## config.mk

```make
export PLATFORM = sky130hd
export DESIGN_NAME = hsv_to_rgb_converter
export DESIGN_NICKNAME = d
export VERILOG_FILES = /design/src/rtl/h2r_pkg.sv /design/src/rtl/hsv_to_rgb_converter.sv /design/src/rtl/h2r_sector.sv /design/src/rtl/h2r_levels.sv /design/src/rtl/h2r_mapper.sv
export SDC_FILE = /design/constraint.sdc
export NUM_CORES = 2
export LEC_CHECK = 0
export BUFFER_PORTS_ARGS = -buffer_cell sky130_fd_sc_hd__buf_2
export CORE_MARGIN = 2
export CORE_UTILIZATION = 53
export DETAILED_ROUTE_END_ITERATION = 7
export GPL_TIMING_DRIVEN = 0
export PLACE_DENSITY = 0.69
export SLEW_MARGIN = 30
export SYNTH_ARGS = -nofsm -noshare
export SYNTH_HDL_FRONTEND = slang
export SYNTH_SLANG_ARGS = --single-unit
```

## constraint.sdc

```tcl
create_clock -name clk -period 6.5 [get_ports clk]
set_input_delay 0.65 -clock clk [delete_from_list [all_inputs] [get_ports clk]]
set_output_delay 0.65 -clock clk [all_outputs]
set_load 0.02 [all_outputs]
```

## src/rtl/h2r_pkg.sv

```systemverilog
// Shared types and constants for the HSV to RGB converter pipeline.
// Used by every module under rtl/; depends on nothing.
`timescale 1ns / 1ps

package h2r_pkg;

    localparam logic [7:0]  FULL_LEVEL   = 8'd255;
    localparam logic [16:0] FULL_SQUARED = 17'd65025;

    // floor(n / 65025) for n < 2**24 equals (n * RECIP_M) >> RECIP_SHIFT exactly.
    localparam logic [24:0] RECIP_M      = 25'd16909061;
    localparam int          RECIP_SHIFT  = 40;

    // Register stages from an accepted transfer to its result strobe.
    localparam int          PIPE_DEPTH   = 6;

    // Hue sectors, named by the colours at their two ends.
    typedef enum logic [2:0] {
        SEC_R_TO_Y = 3'd0,
        SEC_Y_TO_G = 3'd1,
        SEC_G_TO_C = 3'd2,
        SEC_C_TO_B = 3'd3,
        SEC_B_TO_M = 3'd4,
        SEC_M_TO_R = 3'd5
    } sector_t;

    typedef struct packed {
        logic       valid;
        sector_t    sector;
        logic [7:0] frac;
        logic [7:0] sat;
        logic [7:0] val;
    } sector_stage_t;

    typedef struct packed {
        logic       valid;
        sector_t    sector;
        logic [7:0] val;
        logic [7:0] low;
        logic [7:0] fall;
        logic [7:0] rise;
    } levels_stage_t;

endpackage

```

## src/rtl/hsv_to_rgb_converter.sv

```systemverilog
// Top level of the HSV to RGB converter: six-stage pipeline.
// Depends on h2r_pkg, h2r_sector, h2r_levels and h2r_mapper.
`timescale 1ns / 1ps

// Channel   Handshake      Payload
// input     start / busy   hue, saturation, brightness
// result    done           red, green, blue
//
// A transfer is taken whenever start is high and busy is low; busy never rises,
// so a pixel can enter on every clock.
// Each result appears on done and the colour ports for one cycle, once its input
// transfer has passed through the six register stages of the arithmetic.
// Reset clears only the valid bits, so no result is strobed after reset until a
// new transfer has passed through.

module hsv_to_rgb_converter
    import h2r_pkg::*;
(
    input  logic       clk,
    input  logic       rst_n,
    input  logic       start,
    output logic       busy,
    input  logic [7:0] hue,
    input  logic [7:0] saturation,
    input  logic [7:0] brightness,
    output logic       done,
    output logic [7:0] red,
    output logic [7:0] green,
    output logic [7:0] blue
);

    sector_stage_t sector_stage;
    levels_stage_t levels_stage;
    logic          load;

    assign busy = 1'b0;
    assign load = start && !busy;

    h2r_sector u_sector (
        .clk        (clk),
        .rst_n      (rst_n),
        .load       (load),
        .hue        (hue),
        .saturation (saturation),
        .brightness (brightness),
        .stage      (sector_stage)
    );

    h2r_levels u_levels (
        .clk       (clk),
        .rst_n     (rst_n),
        .in_stage  (sector_stage),
        .out_stage (levels_stage)
    );

    h2r_mapper u_mapper (
        .clk      (clk),
        .rst_n    (rst_n),
        .in_stage (levels_stage),
        .done     (done),
        .red      (red),
        .green    (green),
        .blue     (blue)
    );

`ifndef NO_ASSERTIONS
    // Every accepted transfer comes out exactly once, a fixed latency later.
    a_latency: assert property (@(posedge clk) disable iff (!rst_n)
        start && !busy |-> ##PIPE_DEPTH done)
        else $error("accepted transfer did not produce a result on time");

    a_no_spurious: assert property (@(posedge clk) disable iff (!rst_n)
        done |-> $past(start && !busy, PIPE_DEPTH))
        else $error("result strobed without a matching input transfer");

    // Zero saturation must come out as grey at the value level.
    a_grey: assert property (@(posedge clk) disable iff (!rst_n)
        done && $past(saturation == 8'd0, PIPE_DEPTH)
        |-> red == $past(brightness, PIPE_DEPTH) && green == red && blue == red)
        else $error("grey pixel did not give equal channels at the value level");

    // One channel always carries the value level itself.
    a_peak: assert property (@(posedge clk) disable iff (!rst_n)
        done |-> red == $past(brightness, PIPE_DEPTH)
              || green == $past(brightness, PIPE_DEPTH)
              || blue == $past(brightness, PIPE_DEPTH))
        else $error("no channel equals the value level");
`endif

endmodule

```

## src/rtl/h2r_sector.sv

```systemverilog
// First pipeline stage: splits the hue into a sector and a fraction.
// Depends on h2r_pkg.
`timescale 1ns / 1ps

module h2r_sector
    import h2r_pkg::*;
(
    input  logic          clk,
    input  logic          rst_n,
    input  logic          load,
    input  logic [7:0]    hue,
    input  logic [7:0]    saturation,
    input  logic [7:0]    brightness,
    output sector_stage_t stage
);

    logic [10:0]   scaled;
    logic [10:0]   base;
    sector_t       sector_next;
    logic [10:0]   diff;
    logic          valid_reg;
    sector_t       sector_reg;
    logic [7:0]    frac_reg;
    logic [7:0]    sat_reg;
    logic [7:0]    val_reg;

    // 6 * hue as two shifts and an add.
    assign scaled = {1'b0, hue, 2'b00} + {2'b00, hue, 1'b0};

    // Full-scale hue falls on the last threshold and wraps to the red sector.
    always_comb
    begin
        priority if (scaled >= 11'd1530)
        begin
            sector_next = SEC_R_TO_Y;
            base        = 11'd1530;
        end
        else if (scaled >= 11'd1275)
        begin
            sector_next = SEC_M_TO_R;
            base        = 11'd1275;
        end
        else if (scaled >= 11'd1020)
        begin
            sector_next = SEC_B_TO_M;
            base        = 11'd1020;
        end
        else if (scaled >= 11'd765)
        begin
            sector_next = SEC_C_TO_B;
            base        = 11'd765;
        end
        else if (scaled >= 11'd510)
        begin
            sector_next = SEC_G_TO_C;
            base        = 11'd510;
        end
        else if (scaled >= 11'd255)
        begin
            sector_next = SEC_Y_TO_G;
            base        = 11'd255;
        end
        else
        begin
            sector_next = SEC_R_TO_Y;
            base        = 11'd0;
        end
    end

    assign diff = scaled - base;

    always_ff @(posedge clk or negedge rst_n)
    begin
        if (!rst_n)
        begin
            valid_reg <= 1'b0;
        end
        else
        begin
            valid_reg <= load;
        end
    end

    always_ff @(posedge clk)
    begin
        sector_reg <= sector_next;
        frac_reg   <= diff[7:0];
        sat_reg    <= saturation;
        val_reg    <= brightness;
    end

    assign stage.valid  = valid_reg;
    assign stage.sector = sector_reg;
    assign stage.frac   = frac_reg;
    assign stage.sat    = sat_reg;
    assign stage.val    = val_reg;

endmodule

```

## src/rtl/h2r_levels.sv

```systemverilog
// Stages two to five: forms the low, falling and rising channel levels
// with exact integer arithmetic. Depends on h2r_pkg.
`timescale 1ns / 1ps

module h2r_levels
    import h2r_pkg::*;
(
    input  logic          clk,
    input  logic          rst_n,
    input  sector_stage_t in_stage,
    output levels_stage_t out_stage
);

    // Stage two: the three 8 by 8 products.
    logic [7:0]  inv_frac;
    logic [7:0]  inv_sat;
    logic        valid2_reg;
    sector_t     sector2_reg;
    logic [7:0]  val2_reg;
    logic [15:0] pf2_reg;
    logic [15:0] pr2_reg;
    logic [15:0] pl2_reg;

    // Stage three: complements of the square, and the low level.
    logic [23:0] low_sum;
    logic        valid3_reg;
    sector_t     sector3_reg;
    logic [7:0]  val3_reg;
    logic [16:0] nf3_reg;
    logic [16:0] nr3_reg;
    logic [7:0]  low3_reg;

    // Stage four: scale by the value level.
    logic        valid4_reg;
    sector_t     sector4_reg;
    logic [7:0]  val4_reg;
    logic [23:0] mf4_reg;
    logic [23:0] mr4_reg;
    logic [7:0]  low4_reg;

    // Stage five: divide by 65025 through the reciprocal.
    logic [48:0] qf_prod;
    logic [48:0] qr_prod;
    logic        valid5_reg;
    sector_t     sector5_reg;
    logic [7:0]  val5_reg;
    logic [7:0]  fall5_reg;
    logic [7:0]  rise5_reg;
    logic [7:0]  low5_reg;

    assign inv_frac = FULL_LEVEL - in_stage.frac;
    assign inv_sat  = FULL_LEVEL - in_stage.sat;

    // y / 255 is exact as (257 * y + 257) >> 16 for any 16-bit y up to 65025.
    assign low_sum = {pl2_reg, 8'h00} + {8'h00, pl2_reg} + 24'd257;

    assign qf_prod = 49'(mf4_reg) * 49'(RECIP_M);
    assign qr_prod = 49'(mr4_reg) * 49'(RECIP_M);

    always_ff @(posedge clk or negedge rst_n)
    begin
        if (!rst_n)
        begin
            valid2_reg <= 1'b0;
            valid3_reg <= 1'b0;
            valid4_reg <= 1'b0;
            valid5_reg <= 1'b0;
        end
        else
        begin
            valid2_reg <= in_stage.valid;
            valid3_reg <= valid2_reg;
            valid4_reg <= valid3_reg;
            valid5_reg <= valid4_reg;
        end
    end

    always_ff @(posedge clk)
    begin
        sector2_reg <= in_stage.sector;
        val2_reg    <= in_stage.val;
        pf2_reg     <= 16'(in_stage.sat) * 16'(in_stage.frac);
        pr2_reg     <= 16'(in_stage.sat) * 16'(inv_frac);
        pl2_reg     <= 16'(in_stage.val) * 16'(inv_sat);

        sector3_reg <= sector2_reg;
        val3_reg    <= val2_reg;
        nf3_reg     <= FULL_SQUARED - {1'b0, pf2_reg};
        nr3_reg     <= FULL_SQUARED - {1'b0, pr2_reg};
        low3_reg    <= low_sum[23:16];

        sector4_reg <= sector3_reg;
        val4_reg    <= val3_reg;
        mf4_reg     <= 24'(25'(val3_reg) * 25'(nf3_reg));
        mr4_reg     <= 24'(25'(val3_reg) * 25'(nr3_reg));
        low4_reg    <= low3_reg;

        sector5_reg <= sector4_reg;
        val5_reg    <= val4_reg;
        fall5_reg   <= qf_prod[RECIP_SHIFT +: 8];
        rise5_reg   <= qr_prod[RECIP_SHIFT +: 8];
        low5_reg    <= low4_reg;
    end

    assign out_stage.valid  = valid5_reg;
    assign out_stage.sector = sector5_reg;
    assign out_stage.val    = val5_reg;
    assign out_stage.low    = low5_reg;
    assign out_stage.fall   = fall5_reg;
    assign out_stage.rise   = rise5_reg;

endmodule

```

## src/rtl/h2r_mapper.sv

```systemverilog
// Last stage: assigns the value, low, falling and rising levels to the
// three colour channels by sector and registers the result. Depends on h2r_pkg.
`timescale 1ns / 1ps

module h2r_mapper
    import h2r_pkg::*;
(
    input  logic          clk,
    input  logic          rst_n,
    input  levels_stage_t in_stage,
    output logic          done,
    output logic [7:0]    red,
    output logic [7:0]    green,
    output logic [7:0]    blue
);

    logic [7:0] red_next;
    logic [7:0] green_next;
    logic [7:0] blue_next;
    logic       done_reg;
    logic [7:0] red_reg;
    logic [7:0] green_reg;
    logic [7:0] blue_reg;

    always_comb
    begin
        unique case (in_stage.sector)
            SEC_R_TO_Y:
            begin
                red_next   = in_stage.val;
                green_next = in_stage.rise;
                blue_next  = in_stage.low;
            end
            SEC_Y_TO_G:
            begin
                red_next   = in_stage.fall;
                green_next = in_stage.val;
                blue_next  = in_stage.low;
            end
            SEC_G_TO_C:
            begin
                red_next   = in_stage.low;
                green_next = in_stage.val;
                blue_next  = in_stage.rise;
            end
            SEC_C_TO_B:
            begin
                red_next   = in_stage.low;
                green_next = in_stage.fall;
                blue_next  = in_stage.val;
            end
            SEC_B_TO_M:
            begin
                red_next   = in_stage.rise;
                green_next = in_stage.low;
                blue_next  = in_stage.val;
            end
            default:
            begin
                red_next   = in_stage.val;
                green_next = in_stage.low;
                blue_next  = in_stage.fall;
            end
        endcase
    end

    always_ff @(posedge clk or negedge rst_n)
    begin
        if (!rst_n)
        begin
            done_reg <= 1'b0;
        end
        else
        begin
            done_reg <= in_stage.valid;
        end
    end

    always_ff @(posedge clk)
    begin
        red_reg   <= red_next;
        green_reg <= green_next;
        blue_reg  <= blue_next;
    end

    assign done  = done_reg;
    assign red   = red_reg;
    assign green = green_reg;
    assign blue  = blue_reg;

endmodule
```

==> results.toml <==
[worst_setup_path]
worstSetupPathType = "flop to flop"
crit_start = "u_levels.val3_reg[7]"
path_max_fanout = 10
reg2reg_to = "u_levels.mr4_reg[23]"
endpoint = "u_levels.mr4_reg[23]"
r2r_setup_slack_ns = 0.34
critPathCaptureType = "flop"
required_ns = 6.94
rr_startpoint = "u_levels.val3_reg[7]"
start_kind = "flop"
rr_worst_depth = 16
crit_arrival_ns = 6.60

[status]
outcome = "completed"

[synthesis]
synthDominantCellAreaShare_pct = 25.55
synthSimpleGateAreaFrac_pct = 13.31
seq_area_frac_synth_pct = 16.75
synthFlopType = "dfxtp_1"
synth.distinct_cells = 79
syn_inst = 3367
synthTopCellsByArea = "ha_1, fa_1, dfxtp_1, inv_1, and2_1"
synth_compound_area_share_pct = 6.794
synth_top_family_by_area = "adder cells"
synth_common_cells = "ha_1, inv_1, fa_1"
synth-seq-cells = 271
synthArstFlopShare_pct = 2.214
syn_nets = 4467
synth_xor_area_share_pct = 3.201
avgSynthCellArea_um2 = 9.670
synth_area_leader_cell = "ha_1"
synth_mux_area_share_pct = 1.014
yosysMostFrequentCell = "ha_1"
yosys_warnings = 0
synth_edf_count = 0
synth_fa_ha_area_share_pct = 50.64
syn_area_mm2 = 0.03256

[drt]
dr_total_vias = 22210
drtIter0Drc = 986
drtAntennaViolNets = 0
wl_per_cell_um = 15.74
drc = 0
viasPerCell = 5.217
totalWireLength_um = 66970
dr.pass1.iters = 5

[sta]
slew_violations = 0
maxSlewHeadroom_pct = 46.45
fin_crit_sh_pct = 94.70
worst_slack_ns = 0.3448
grt_setup_unrepaired = "no"
layout_min_cycle_time_ns = 6.155
timing.fmax_mhz = 162.5
hold_viol_final = 0
holdWs_ns = 0.1700
tightestPinTransition_ns = 0.8003
finalClockSkew_ns = 0.01171
finalSetupViolations = 0

[global_route]
busiest_layer = "met2"
grt_overflow = 0
antenna_found_initial = 0
grt_pass1_wl_um = 114300
met3_usage_pct = 1.723
grtUsageMet1_pct = 30.33
grtUsageMet2_pct = 38.66
grt_pass1_vias = 22940
grt_usage_pct = 22.11
grt_max_degree = 17

[final_layout]
nNetsFinal = 4551
areaGrowthSynthToFinish_pct = 7.147
n_antenna_cell = 0
drive_gt1_share_pct = 4.231
fill_cells = 5362
final_util_pct = 57.59
fin_area_mm2 = 0.03489
seq_area_mm2 = 0.005455
multiInputGateArea_mm2 = 0.02444

[cts]
clockBufferDepth = 3
clk_pin_slew_ns = 0.06
cts_tree = "built"
htree_num_levels = 1
cts_made_buffers = 30
worst_skew_pair.late_latency_ns = 0.58
cts.sinks = 271
cts_setup_buffers = 0
root_buffer = "clkbuf_16"

[placement]
dpl_cell_area_mm2 = 0.03379
dpl.hpwl_um = 55700
gp_congestion = 0.8703
dpl_worst_slack_ns = -0.1517
io_buffers = 51

[worst_hold_path]
min-delay-path-class = "input pin to flop"

[floorplan]
die_w_um = 251.9
core_mm2 = 0.06058
core.rowCount = 90
dieArea_mm2 = 0.06343
die_y_um = 251.9
initial_core_util_pct = 53.74
ios = 53

[run]
maxCapViolations = 0
repair_timing:
item                       CTS  global route
hold buffers                 1             0
pin swaps                    0             0
hold endpoints to repair     6             0
setup endpoints to repair    2             3
resized for setup            1             2
cell families (layout without fill, tap and decap cells):
group,after synthesis,after routing
other,1,1
buffers and inverters,717,824
adder cells (fa/ha/maj),1073,1073
AO/OA/AOI/OAI,311,311
flip-flops,271,271
XOR/XNOR,119,119
multiplexers,33,33
AND/OR/NAND/NOR,842,842
cell usage in the layout, fill, tap and decap left out, types with 38 or more instances in the layout:
master,count
xnor2_1,86
nor2b_1,83
nor3_1,38
buf_2,51
nand2b_1,73
and2_1,170
nor2_1,98
nand2_1,262
fa_1,408
nand3_1,44
ha_1,665
a21o_1,45
dfxtp_1,265
clkbuf_1,64
o21ai_0,46
a21oi_1,72
inv_1,652
final cells by class:
type                       instances  area share [%]
multi-input combinational       2379           70.05
sequential                       271           15.64
inverter                         652           7.015
tap                              782           2.805
clock buffer                      37           2.371
timing repair buffer              52          0.7603
buffer                            65          0.7101
clock inverter                    18          0.6527
how the worst min path moves through the flow:
stage | depth (start not counted) | slack [ns] | startpoint | to
finish | 1 | 0.17 | saturation[7] | u_sector.sat_reg[7]
global route | 1 | 0.14 | saturation[7] | u_sector.sat_reg[7]
CTS | 1 | 0.14 | saturation[3] | u_sector.sat_reg[3]
detailed placement | 0 | 0.31 | u_levels.low3_reg[0] | u_levels.low4_reg[0]
global placement | 0 | 0.31 | u_levels.low3_reg[7] | u_levels.low4_reg[7]
floorplan | 0 | 0.31 | u_levels.low3_reg[0] | u_levels.low4_reg[0]
through the flow:
stage                     std cells  setup TNS (ns)
after CTS                      4256               0
after detailed placement       4200         -0.1517
final                          4256               0
after global routing           4256               0
after global placement         4200         -0.4244
after floorplan                3367               0
metal layers:
metal / up-vias / share of wire [%]
met1: 10790 / 47
li1: 10950 / -
met5: - / 0
met2: 394 / 48
met3: 78 / 3.4
met4: 0 / 1.7
worst max-delay path: stages (launching register included):
cell	delay, ns
dfxtp_1	0.34
clkbuf_1	0.39
clkbuf_1	0.57
nand2_1	0.17
fa_1	0.57
inv_1	0.06
fa_1	0.52
fa_1	0.53
fa_1	0.50
ha_1	0.37
a21o_1	0.23
a21o_1	0.20
or3_1	0.33
o21ai_0	0.36
o21ai_0	0.22
o41ai_1	0.39
xnor2_1	0.26
Power is left out: the tool's default activity adds up to more than one toggle a clock period on the data nets, which glitch-free logic cannot reach.
